File: config.mk
export PLATFORM = sky130hd
export DESIGN_NAME = crc8_packet_receiver
export DESIGN_NICKNAME = d
export VERILOG_FILES = /design/src/rtl/crc8pr_pkg.sv /design/src/rtl/crc8_packet_receiver.sv
export VERILOG_INCLUDE_DIRS = /design/src /design/src/rtl
export SDC_FILE = /design/constraint.sdc
export NUM_CORES = 1
export LEC_CHECK = 0
export ABC_AREA = 0
export BUFFER_PORTS_ARGS = -buffer_cell sky130_fd_sc_hd__buf_2
export CORE_MARGIN = 2
export CORE_UTILIZATION = 65
export DETAILED_ROUTE_END_ITERATION = 10
export PLACE_DENSITY = 0.85
export SKIP_LAST_GASP = 1
export SLEW_MARGIN = 30
export SYNTH_ARGS = -nofsm -noshare
export SYNTH_HDL_FRONTEND = slang
export SYNTH_SLANG_ARGS = --single-unit
File: constraint.sdc
create_clock -name aclk -period 7.4 [get_ports aclk]
set_input_delay 0 -clock aclk [delete_from_list [all_inputs] [get_ports aclk]]
set_output_delay 0 -clock aclk [all_outputs]
set_load 0.1 [all_outputs]
File: src/rtl/assert_macros.svh
// Assertion helpers shared by the RTL.
// Each check is sampled on the rising clock and switched off while reset is held.
`ifndef ASSERT_MACROS_SVH
`define ASSERT_MACROS_SVH

// The consequent must hold in the same cycle as the antecedent.
`define ASSERT_SAME(label, clk, rstn, ante, cons) \
    label: assert property (@(posedge clk) disable iff (!(rstn)) (ante) |-> (cons)) \
        else $error("assertion failed");

// The consequent must hold in the cycle after the antecedent.
`define ASSERT_NEXT(label, clk, rstn, ante, cons) \
    label: assert property (@(posedge clk) disable iff (!(rstn)) (ante) |=> (cons)) \
        else $error("assertion failed");

`endif

File: src/rtl/crc8pr_pkg.sv
package crc8pr_pkg;

    // Frame positions held in the store; position 6 and later are never read.
    localparam int STORE_DEPTH = 6;
    localparam int STORE_AW    = 3;
    localparam int LONG_LEN    = 7;
    localparam int LEN_W       = 5;
    localparam logic [7:0] CRC_TOP = 8'h80;

    // Register map, by word index.
    typedef enum logic [1:0] {
        REG_NODE_ADDRESS     = 2'd0,
        REG_FRAME_END_BYTE   = 2'd1,
        REG_CHECK_POLYNOMIAL = 2'd2,
        REG_CHECK_INITIAL    = 2'd3
    } reg_index_t;

    // One closed frame on its way through the check pipeline.
    typedef struct packed {
        logic [LEN_W-1:0] frame_length;
        logic             long_form;
        logic [7:0]       master_status;
        logic [7:0]       target_address;
        logic [7:0]       instruction_code;
        logic [7:0]       drive_speed;
        logic [7:0]       motor_select_direction;
        logic [7:0]       received_check;
        logic             frame_overflow;
        logic [7:0]       crc;
        logic             crc_stop;
    } frame_t;

    // One byte of MSB-first CRC-8.
    function automatic logic [7:0] crc_feed(input logic [7:0] crc, input logic [7:0] b,
                                            input logic [7:0] poly);
        logic [7:0] c;
        c = crc ^ b;
        for (int k = 0; k < 8; k++) begin
            if ((c & CRC_TOP) != 8'h00) begin
                c = {c[6:0], 1'b0} ^ poly;
            end else begin
                c = {c[6:0], 1'b0};
            end
        end
        return c;
    endfunction

    // Feed one covered byte; a zero byte ends coverage for the rest of the frame.
    function automatic frame_t crc_stage(input frame_t f, input logic [7:0] b,
                                         input logic [7:0] poly);
        frame_t r;
        r = f;
        if (!f.crc_stop && b != 8'h00) begin
            r.crc = crc_feed(f.crc, b, poly);
        end else begin
            r.crc_stop = 1'b1;
        end
        return r;
    endfunction

endpackage

File: src/rtl/crc8_packet_receiver.sv
// Channel  | Handshake            | Payload
// s_       | s_valid / s_ready    | s_rx_byte
// m_       | m_valid / m_ready    | frame fields, check and address results
// cfg      | psel/penable/pready  | paddr, pwdata, prdata
//
// One byte is taken per cycle while s_ready is high. A byte that closes a frame
// enters a four-register check pipeline (snapshot, two CRC byte steps, final CRC
// step with compare) that ends at m_. s_ready falls only when that pipeline is full
// and the result register is stalled. Reset is synchronous, active low, and clears
// the frame store, counters, pipeline valids and config registers to their defaults.
`include "assert_macros.svh"

module crc8_packet_receiver #(
    parameter int MAX_FRAME = 16
) (
    input  logic        aclk,
    input  logic        aresetn,

    input  logic        s_valid,
    output logic        s_ready,
    input  logic [7:0]  s_rx_byte,

    output logic        m_valid,
    input  logic        m_ready,
    output logic [4:0]  m_frame_length,
    output logic        m_long_form,
    output logic [7:0]  m_master_status,
    output logic [7:0]  m_target_address,
    output logic [7:0]  m_instruction_code,
    output logic [7:0]  m_drive_speed,
    output logic [7:0]  m_motor_select_direction,
    output logic [7:0]  m_received_check,
    output logic [7:0]  m_computed_check,
    output logic        m_check_ok,
    output logic        m_for_this_node,
    output logic        m_frame_overflow,

    input  logic        psel,
    input  logic        penable,
    input  logic        pwrite,
    input  logic [3:0]  paddr,
    input  logic [31:0] pwdata,
    output logic [31:0] prdata,
    output logic        pready
);

    localparam int CW = $clog2(MAX_FRAME + 1);

    // Configuration registers
    logic [7:0] node_address_reg;
    logic [7:0] frame_end_byte_reg;
    logic [7:0] check_polynomial_reg;
    logic [7:0] check_initial_reg;

    crc8pr_pkg::reg_index_t cfg_index;
    logic                   cfg_write;

    assign pready    = 1'b1;
    assign cfg_index = crc8pr_pkg::reg_index_t'(paddr[3:2]);
    assign cfg_write = psel && penable && pwrite && pready;

    always_ff @(posedge aclk) begin
        if (!aresetn) begin
            node_address_reg     <= 8'd16;
            frame_end_byte_reg   <= 8'd192;
            check_polynomial_reg <= 8'd7;
            check_initial_reg    <= 8'd0;
        end else if (cfg_write) begin
            case (cfg_index)
                crc8pr_pkg::REG_NODE_ADDRESS:     node_address_reg     <= pwdata[7:0];
                crc8pr_pkg::REG_FRAME_END_BYTE:   frame_end_byte_reg   <= pwdata[7:0];
                crc8pr_pkg::REG_CHECK_POLYNOMIAL: check_polynomial_reg <= pwdata[7:0];
                crc8pr_pkg::REG_CHECK_INITIAL:    check_initial_reg    <= pwdata[7:0];
                default: ;
            endcase
        end
    end

    always_comb begin
        case (cfg_index)
            crc8pr_pkg::REG_NODE_ADDRESS:     prdata = {24'd0, node_address_reg};
            crc8pr_pkg::REG_FRAME_END_BYTE:   prdata = {24'd0, frame_end_byte_reg};
            crc8pr_pkg::REG_CHECK_POLYNOMIAL: prdata = {24'd0, check_polynomial_reg};
            crc8pr_pkg::REG_CHECK_INITIAL:    prdata = {24'd0, check_initial_reg};
            default:                          prdata = 32'd0;
        endcase
    end

    // Pipeline control: each stage loads when it is empty or its successor loads
    logic v1_reg, v2_reg, v3_reg, vo_reg;
    logic en1, en2, en3, en_o;

    assign en_o    = !vo_reg || m_ready;
    assign en3     = !v3_reg || en_o;
    assign en2     = !v2_reg || en3;
    assign en1     = !v1_reg || en2;
    assign s_ready = en1;

    logic s_beat;
    assign s_beat = s_valid && s_ready;

    // Frame collection
    logic [7:0]    store_reg [crc8pr_pkg::STORE_DEPTH];
    logic [7:0]    store_next [crc8pr_pkg::STORE_DEPTH];
    logic [CW-1:0] byte_count_reg, byte_count_next;
    logic [CW-1:0] zero_position_reg, zero_position_next;
    logic          zero_seen_reg, zero_seen_next;
    logic          count_saturated_reg, count_saturated_next;
    logic          frame_close;
    logic [CW-1:0] len_full;
    crc8pr_pkg::frame_t snap;

    assign frame_close = s_beat && (s_rx_byte == frame_end_byte_reg);

    always_comb begin
        store_next           = store_reg;
        zero_seen_next       = zero_seen_reg;
        zero_position_next   = zero_position_reg;
        byte_count_next      = byte_count_reg;
        count_saturated_next = count_saturated_reg;

        if (byte_count_reg < CW'(crc8pr_pkg::STORE_DEPTH)) begin
            store_next[byte_count_reg[crc8pr_pkg::STORE_AW-1:0]] = s_rx_byte;
        end
        if (s_rx_byte == 8'h00 && !zero_seen_reg) begin
            zero_seen_next     = 1'b1;
            zero_position_next = byte_count_reg;
        end
        if (byte_count_reg < CW'(MAX_FRAME)) begin
            byte_count_next = byte_count_reg + CW'(1);
        end else begin
            count_saturated_next = 1'b1;
        end

        // Length stops at the first zero byte, as strlen would
        len_full = zero_seen_next ? zero_position_next : byte_count_next;

        snap.frame_length     = crc8pr_pkg::LEN_W'(len_full);
        snap.long_form        = (len_full == CW'(crc8pr_pkg::LONG_LEN));
        snap.master_status    = store_next[0];
        snap.target_address   = store_next[1];
        snap.instruction_code = store_next[2];
        snap.drive_speed      = snap.long_form ? store_next[3] : 8'h00;
        snap.motor_select_direction = snap.long_form ? store_next[4] : 8'h00;
        snap.received_check   = snap.long_form ? store_next[5] : store_next[3];
        snap.frame_overflow   = count_saturated_next;
        snap.crc              = check_initial_reg;
        snap.crc_stop         = 1'b0;
    end

    always_ff @(posedge aclk) begin
        if (!aresetn) begin
            for (int i = 0; i < crc8pr_pkg::STORE_DEPTH; i++) begin
                store_reg[i] <= 8'h00;
            end
            byte_count_reg      <= '0;
            zero_position_reg   <= '0;
            zero_seen_reg       <= 1'b0;
            count_saturated_reg <= 1'b0;
        end else if (frame_close) begin
            // Start the next frame from a clean store
            for (int i = 0; i < crc8pr_pkg::STORE_DEPTH; i++) begin
                store_reg[i] <= 8'h00;
            end
            byte_count_reg      <= '0;
            zero_position_reg   <= '0;
            zero_seen_reg       <= 1'b0;
            count_saturated_reg <= 1'b0;
        end else if (s_beat) begin
            store_reg           <= store_next;
            byte_count_reg      <= byte_count_next;
            zero_position_reg   <= zero_position_next;
            zero_seen_reg       <= zero_seen_next;
            count_saturated_reg <= count_saturated_next;
        end
    end

    // Check pipeline: one covered byte of CRC per stage
    crc8pr_pkg::frame_t s1_reg, s2_reg, s3_reg, out_reg;
    crc8pr_pkg::frame_t s2_next, s3_next, out_next;
    logic               check_ok_reg, node_hit_reg;

    assign s2_next  = crc8pr_pkg::crc_stage(s1_reg, s1_reg.target_address,
                                            check_polynomial_reg);
    assign s3_next  = crc8pr_pkg::crc_stage(s2_reg, s2_reg.instruction_code,
                                            check_polynomial_reg);
    // Select/direction reads zero in the short form, which ends coverage there
    assign out_next = crc8pr_pkg::crc_stage(s3_reg, s3_reg.motor_select_direction,
                                            check_polynomial_reg);

    always_ff @(posedge aclk) begin
        if (!aresetn) begin
            v1_reg <= 1'b0;
            v2_reg <= 1'b0;
            v3_reg <= 1'b0;
            vo_reg <= 1'b0;
        end else begin
            if (en1)  v1_reg <= frame_close;
            if (en2)  v2_reg <= v1_reg;
            if (en3)  v3_reg <= v2_reg;
            if (en_o) vo_reg <= v3_reg;
        end
    end

    always_ff @(posedge aclk) begin
        if (en1) s1_reg <= snap;
        if (en2) s2_reg <= s2_next;
        if (en3) s3_reg <= s3_next;
        if (en_o) begin
            out_reg      <= out_next;
            check_ok_reg <= (out_next.received_check == out_next.crc);
            node_hit_reg <= (s3_reg.target_address == node_address_reg);
        end
    end

    assign m_valid                  = vo_reg;
    assign m_frame_length           = out_reg.frame_length;
    assign m_long_form              = out_reg.long_form;
    assign m_master_status          = out_reg.master_status;
    assign m_target_address         = out_reg.target_address;
    assign m_instruction_code       = out_reg.instruction_code;
    assign m_drive_speed            = out_reg.drive_speed;
    assign m_motor_select_direction = out_reg.motor_select_direction;
    assign m_received_check         = out_reg.received_check;
    assign m_computed_check         = out_reg.crc;
    assign m_check_ok               = check_ok_reg;
    assign m_for_this_node          = node_hit_reg;
    assign m_frame_overflow         = out_reg.frame_overflow;

    `ASSERT_SAME(a_long_len, aclk, aresetn, m_valid && m_long_form, m_frame_length == 5'd7)
    `ASSERT_SAME(a_short_zero, aclk, aresetn, m_valid && !m_long_form,
                 m_drive_speed == 8'h00 && m_motor_select_direction == 8'h00)
    `ASSERT_SAME(a_count_cap, aclk, aresetn, 1'b1, byte_count_reg <= CW'(MAX_FRAME))
    `ASSERT_NEXT(a_close_clears, aclk, aresetn, frame_close, byte_count_reg == '0 && !zero_seen_reg)
    `ASSERT_SAME(a_check_cmp, aclk, aresetn, m_valid,
                 m_check_ok == (m_received_check == m_computed_check))

endmodule

* Word-level counts from Yosys, hierarchy flattened
Index checks and enable logic that the tools add are counted.
** Word-level totals
- Word-level logic and storage cells :: 191
- Input port bits :: 51
- Output and inout bits :: 100
- Register bits :: 352
** Cells by class
- Reductions and logical operators :: 29
- Equality and inequality tests :: 7
- Bitwise operators :: 29
- Add/sub/neg operators :: 1
- Order comparisons :: 4
- Mux-type cells :: 59
** Operator list (number)
- 2-to-1 mux 8 bit :: 50
- bitwise XOR 8 bit :: 27
- case mux 32 bit (4 select lines) :: 1
- bitwise mux 48 bit :: 1
- 2-to-1 mux 48 bit :: 1
- demux 8 bit (select 3 bit) :: 1
- equality test 8 bit :: 3
- nonzero test 8 bit :: 3
- 2-to-1 mux 5 bit :: 3
- logical AND 1 bit :: 8
- zero test 8 bit :: 1
- AND reduction 2 bit :: 4
- zero test 1 bit :: 7
- adder 5 x 1 -> 5 bit (second input constant) :: 1
- equality test 5 x 3 -> 1 bit (second input constant) :: 1
- less-than comparator 5 x 3 -> 1 bit (second input constant) :: 1
- less-than comparator 5 bit (second input constant) :: 1
- equality test 2 bit (second input constant) :: 2
- >= comparator 4 bit (second input constant) :: 1
- logical OR 1 bit :: 4
- less-than comparator 4 x 1 -> 1 bit (second input constant) :: 1
- inverter 3 -> 4 bit :: 1
- equality test 2 x 1 -> 1 bit (second input constant) :: 1
- zero test 2 bit :: 1
- other kinds (3) :: 4

* Logic depth before layout (Yosys ltp)
- Depth after elaboration :: 26
- Mapped depth :: 17
- Gate-level depth less buffers :: 14

* Worst setup path before layout
OpenSTA, ideal clock, no wires.
- Path kind :: register -> register
- Start :: reg vo_reg, in the netlist m_valid
- End :: reg zero_seen_reg
- Path buffers :: 3
- Arrival time :: 5.870 ns
- Data required time :: 7.272 ns
- Stages on the path, launching flop included :: 9
- Setup time :: 0.128 ns
- Setup slack :: 1.402 ns
- Clock period less this slack :: 5.998 ns
- Cells stage by stage :: dfxtp_1 > nor2b_1 > nand4_1 > and2_1 > clkbuf_1 > clkbuf_1 > clkbuf_1 > a21oi_1 > nor2_1
** On the way
- Word-level cells in the longest chain between the ends :: 8
** RTL lines
- from (decl) :: line crc8_packet_receiver.sv:90 : logic v1_reg, v2_reg, v3_reg, vo_reg;
- from (signal assigned) :: line crc8_packet_receiver.sv:201 : if (en_o) vo_reg <= v3_reg;
- zero test 1 bit * :: line crc8_packet_receiver.sv:93 : assign en_o = !vo_reg || m_ready;
- logical OR 1 bit * :: line crc8_packet_receiver.sv:93
- logical OR 1 bit * :: line crc8_packet_receiver.sv:94 : assign en3 = !v3_reg || en_o;
- logical OR 1 bit * :: line crc8_packet_receiver.sv:95 : assign en2 = !v2_reg || en3;
- logical OR 1 bit * :: line crc8_packet_receiver.sv:96 : assign en1 = !v1_reg || en2;
- via s_ready :: line crc8_packet_receiver.sv:20 : output logic s_ready,
- logical AND 1 bit * :: line crc8_packet_receiver.sv:100 : assign s_beat = s_valid && s_ready;
- logical AND 1 bit :: line crc8_packet_receiver.sv:113 : assign frame_close = s_beat && (s_rx_byte == frame_end_byte_reg);
- OR reduction 2 bit (no source line)
- to (signal assigned) :: line crc8_packet_receiver.sv:173 : zero_seen_reg <= zero_seen_next;
- to (decl) :: line crc8_packet_receiver.sv:107 : logic zero_seen_reg, zero_seen_next;
The timed path passes the listed nets; every way through them passes the cells marked *.
A chain may end at the register's enable or synchronous reset.

* Worst setup path in the final report
- Start :: reg check_polynomial_reg[6]
- End :: reg check_ok_reg, in the netlist m_check_ok, data pin
** On the way
- Word-level cells in the longest chain between the ends :: 24
- Elaborated cells between the ends (all ways) :: 25
- Those cells by class :: eq/ne: 1; mux: 16; bitwise: 8
** RTL lines
- from (decl) :: line crc8_packet_receiver.sv:52 : logic [7:0] check_polynomial_reg;
- from (signal assigned) :: line crc8_packet_receiver.sv:72 : crc8pr_pkg::REG_CHECK_POLYNOMIAL: check_polynomial_reg <= pwdata[7:0];
- bitwise XOR 8 bit :: line crc8pr_pkg.sv:40 : c = {c[6:0], 1'b0} ^ poly;
- 2-to-1 mux 8 bit :: line crc8pr_pkg.sv:39 : if ((c & CRC_TOP) != 8'h00) begin
- 2-to-1 mux 8 bit :: line crc8pr_pkg.sv:53 : if (!f.crc_stop && b != 8'h00) begin
- bitwise XOR 8 bit :: line crc8pr_pkg.sv:40
- 2-to-1 mux 8 bit :: line crc8pr_pkg.sv:39
- 2-to-1 mux 8 bit :: line crc8pr_pkg.sv:53
- 2-to-1 mux 8 bit :: line crc8pr_pkg.sv:39
- 2-to-1 mux 8 bit :: line crc8pr_pkg.sv:53
- (+8 left out)
- 2-to-1 mux 8 bit :: line crc8pr_pkg.sv:53
- bitwise XOR 8 bit :: line crc8pr_pkg.sv:40
- 2-to-1 mux 8 bit :: line crc8pr_pkg.sv:39
- 2-to-1 mux 8 bit :: line crc8pr_pkg.sv:53
- bitwise XOR 8 bit :: line crc8pr_pkg.sv:40
- 2-to-1 mux 8 bit * :: line crc8pr_pkg.sv:39
- 2-to-1 mux 8 bit * :: line crc8pr_pkg.sv:53
- equality test 8 bit * :: line crc8_packet_receiver.sv:211 : check_ok_reg <= (out_next.received_check == out_next.crc);
- to (signal assigned) :: line crc8_packet_receiver.sv:211
- to (decl) :: line crc8_packet_receiver.sv:181 : logic check_ok_reg, node_hit_reg;
Mark *: on every way between the ends. The rest lies on a longest branch, timed or not. The select of a mux whose other input is x is not followed.

==> results.md <==
Timing:
- The slew at the pin with the worst max-slew slack is 950 ps.
- Clock skew on the completed layout was measured at 18.1 ps.
- Setup repair after global routing left no endpoint under its margin.
- The worst pin sits at a relative slew slack of 36.2%.
- Of the available clock period, the critical path in the final layout requires 75.4%.
- The peak clock frequency supported by timing is 0.179 GHz.
- The number of failing hold endpoints at the final stage was 0.
- The final setup violation count is 0.
- The max-slew violation count came to 0.
- For the final routed database, the setup TNS stands at 0 ps.
- The final critical-path required period is 5580 ps.

Final layout:
- The combined flip-flop and latch cell area is 9610 µm².
- The count of nets after finishing is 1670.
- The number of antenna diodes in the final layout is 0.
- The number of flip-flops under the largest register name is 64.
- The post-route netlist has 14.7% of its cells at a drive strength greater than 1.
- Fill cells in the final layout number 1662.
- After the flow finishes, the layout carries non-filler instances totaling 1980.
- The total area of multi-input combinational cells is 7040 µm².
- The summed area of non-filler cells in the final layout is 19200 µm².
- Relative to the synthesized area, the layout overhead comes to 11.6%.

Detailed routing:
- The number of DRC violations after detailed routing is 0.
- After the first detailed-routing iteration, the DRC count stood at 1359.
- The pre-antenna-repair detailed-routing pass consisted of 7 iterations.
- In the final routed layout, each cell accounts on average for 20.5 µm.
- In this run the remaining antenna-violating nets after routing total 0.
- For this block, the routed nets add up to 40700 µm of wire.
- The via density per instance is 6.22.
- The overall via count from detail_route is 12300.

Floorplanning:
- From bottom edge to top edge, the die measures 167 µm.
- The floorplan step defined a die boundary enclosing 27800 µm².
- The effective utilization at floorplan is 66.1%.
- The I/O pin count is 151.
- The core footprint is 26100 µm².
- The horizontal extent of the die is 167 µm.
- Row generation in the floorplan step produced 59 rows.

Synth:
- sky130_fd_sc_hd__edfxtp_1 is the most common cell in the netlist.
- The number of standard cells after synthesis is 1533.
- Sorting the synthesized cells by how often they occur yields sky130_fd_sc_hd__edfxtp_1, sky130_fd_sc_hd__nand2_1, sky130_fd_sc_hd__nor2_1, sky130_fd_sc_hd__xnor2_1, sky130_fd_sc_hd__dfxtp_1.
- Of all flip-flops after synthesis, the portion carrying an async set or reset was 0%.
- The fraction of synthesized cell area taken by the top area cell type is 44.7%.
- Counting flops and latches in the post-synthesis netlist gives 352.
- The cell type contributing the most total cell area after synthesis is sky130_fd_sc_hd__edfxtp_1.
- The prevailing post-synth register cell is sky130_fd_sc_hd__edfxtp_1.
- Dividing the synthesized area by the synthesized cell count gives 11.2 µm².
- After synthesis, flip-flops and latches occupy 55.8% of the total area.
- The count of flip-flops with a built-in enable after synthesis is 256.
- The count of distinct cell types in the synthesized netlist is 84.
- During synthesis, Yosys emitted a total of 0 warnings.
- The post-synthesis instance area is 17200 µm².
- Sorting the synthesized cells by area gives the leading types as sky130_fd_sc_hd__edfxtp_1, sky130_fd_sc_hd__dfxtp_1, sky130_fd_sc_hd__xnor2_1, sky130_fd_sc_hd__nand2_1, sky130_fd_sc_hd__mux2i_1.

CTS:
- TritonCTS built the clock tree.
- The clock insertion delay at the later pin of the skew report is 520 ps.
- The number of setup buffers added after CTS is 0.
- The number of sinks driven by the clock tree is 352.
- The root buffer cell is sky130_fd_sc_hd__clkbuf_16.
- The maximum number of buffers from clock root to sink is 3.
- The number of clock buffers added by TritonCTS is 35.
- The number of H-tree levels is 2.
- Clock-pin slew was measured on the worst setup and hold paths at 60 ps.

Worst setup path:
- For this run, the slowest stage of the critical path takes 780 ps.
- The required arrival time at the worst endpoint is 7780 ps.
- Traced cell by cell, the critical path runs through clkinv_1 -> o211ai_1 -> nand4_1 -> o211a_1 -> a311oi_4 -> mux2i_1 -> xor2_2 -> nor4_2 -> nor3_4 -> xor2_4 -> nand2_2 -> xor3_1 -> o31ai_1 -> and4_1.
- The largest driver fanout on the critical path is 18.
- The endpoint type of the worst setup path is a flop.
- The worst endpoint data arrival time is 5960 ps.
- STA classifies the critical path startpoint as a flop.
- The largest individual stage delay along the critical path comes from the cell sky130_fd_sc_hd__dfxtp_1.
- The critical path is of the flop to flop type.

Placement:
- The number of placed instances with taps included is 1893.
- After legalization and detailed placement, the total HPWL measured 24600 µm.
- Port buffering added 99 buffers.
- The area after detailed placement is 17800 µm².
- Routability-driven placement finished with a final weighted congestion of 0.927.

GRT:
- The number of antenna violations at the first check in global routing is 1.
- The first global-routing pass estimated 64400 µm of wire.
- The pin count of the biggest net entering global routing is 67.
- In the global route stage, overall resource usage came out at 29.1%.
- The number of global-route vias before repair is 12000.
- Global routing finished with a remaining overflow of 0.

Pwr:
- The leakage dissipation is 7.73 nW.
- The largest voltage drop on the vdd net is 0.301 mV.
- The total chip power is 6.76 mW.
- Power spread over the standard cell area amounts to 352 nW/µm².

Hold path:
- The tightest min-delay check is of the input pin to flop type.

Run status:
- The flow ran to the end, and the final reports show no timing, DRC or antenna violations.

Job:
- The number of maximum-capacitance constraint violations is 0.
## critical path, delay by kind of cell, from the launching register on
family	cells	cell delay [ps]
and+or+nand+nor	5	980
xor gates and xnor gates	3	1150
DFF	1	780
muxes	1	490
buffers and inverters	1	560
AOI/OAI and AO/OA	4	1470
## cells by family (layout without fill, tap and decap cells)
logic type                 Yosys count  after routing  synth area share (%)
AOI/OAI and AO/OA                  212            212                  8.44
xor gates and xnor gates           177            177                  10.3
adders and majority gates            1              1                0.0727
buffers and inverters              136            225                  3.96
DFF                                352            352                  55.8
muxes                              109            109                  7.16
other                                2             25                0.0436
and+or+nand+nor                    544            544                  14.2
## cell type report
cell class	count	share of cell area, %
multi-input combinational	1068	36.7
inverter	24	0.469
timing repair buffer	137	4.42
sequential	352	50.0
clock buffer	50	5.23
tap	335	2.18
clock inverter	14	0.997
## per-layer routing
layer  part of all wire (%)  global-route usage [%]  wire (µm)  up-vias
met3                    8.5                    5.18       3460      140
met2                     48                    47.4      19500      687
met1                     39                    38.4      16000     5936
met4                    4.3                    13.1       1740        0
met5                      0                       0          0        -
li1                       -                       -          -     5561
## stage by stage
| stage | worst slack, ps | utilization, % | hold slack (ps) |
|---|---|---|---|
| 6_report | 1820 | 73.7 | 80.1 |
| 5_1_grt | 1480 | 73.7 | 112 |
| 4_1_cts | 1960 | 73.6 | 77.5 |
| 3_5_place_dp | 1970 | 68.2 | 287 |
| 3_3_place_gp | 2110 | 68.1 | 275 |
| 2_1_floorplan | 1400 | - | 125 |
## final timing paths
path / from / endpoint / slack [ps] / depth (start not counted)
worst max-delay path: check_polynomial_reg[6] / m_check_ok / 1820 / 14
worst min register to register: out_next[38] / m_instruction_code[4] / 410 / 0
worst min-delay path: pwrite / check_polynomial_reg[2] / 80 / 4
worst max register to register: check_polynomial_reg[6] / m_check_ok / 1820 / 14
## layout by cell type, fill, tap and decap left out, types with 5 or more instances in the layout
| cell type | n |
|---|---|
| sky130_fd_sc_hd__a21o_1 | 12 |
| sky130_fd_sc_hd__a21oi_1 | 59 |
| sky130_fd_sc_hd__a32oi_1 | 6 |
| sky130_fd_sc_hd__and2_1 | 10 |
| sky130_fd_sc_hd__and3_1 | 16 |
| sky130_fd_sc_hd__buf_2 | 99 |
| sky130_fd_sc_hd__buf_4 | 15 |
| sky130_fd_sc_hd__clkbuf_1 | 10 |
| sky130_fd_sc_hd__clkbuf_16 | 37 |
| sky130_fd_sc_hd__clkinv_1 | 5 |
| sky130_fd_sc_hd__conb_1 | 25 |
| sky130_fd_sc_hd__dfxtp_1 | 96 |
| sky130_fd_sc_hd__dlygate4sd3_1 | 22 |
| sky130_fd_sc_hd__edfxtp_1 | 256 |
| sky130_fd_sc_hd__inv_1 | 21 |
| sky130_fd_sc_hd__mux2_2 | 29 |
| sky130_fd_sc_hd__mux2i_1 | 71 |
| sky130_fd_sc_hd__mux4_2 | 8 |
| sky130_fd_sc_hd__nand2_1 | 234 |
| sky130_fd_sc_hd__nand3_1 | 34 |
| sky130_fd_sc_hd__nand4_1 | 6 |
| sky130_fd_sc_hd__nor2_1 | 127 |
| sky130_fd_sc_hd__nor2b_1 | 30 |
| sky130_fd_sc_hd__nor3_1 | 40 |
| sky130_fd_sc_hd__nor4_1 | 10 |
| sky130_fd_sc_hd__o211ai_1 | 11 |
| sky130_fd_sc_hd__o21ai_0 | 44 |
| sky130_fd_sc_hd__o22ai_1 | 12 |
| sky130_fd_sc_hd__o31ai_1 | 6 |
| sky130_fd_sc_hd__or2_2 | 7 |
| sky130_fd_sc_hd__xnor2_1 | 125 |
| sky130_fd_sc_hd__xnor3_1 | 6 |
| sky130_fd_sc_hd__xor2_1 | 36 |
## what timing repair did
| item | CTS | global route |
|---|---|---|
| hold buffers | 22 | 0 |
| endpoints found under the hold margin | 57 | 0 |
| resized for setup | 0 | 0 |
## report_power, final
group | internal [mW] | switching, mW
logic | 0.930 | 1.54
clock network | 1.10 | 0.736
registers | 2.33 | 0.117
Note: power is estimated with default switching activity, not from simulation.
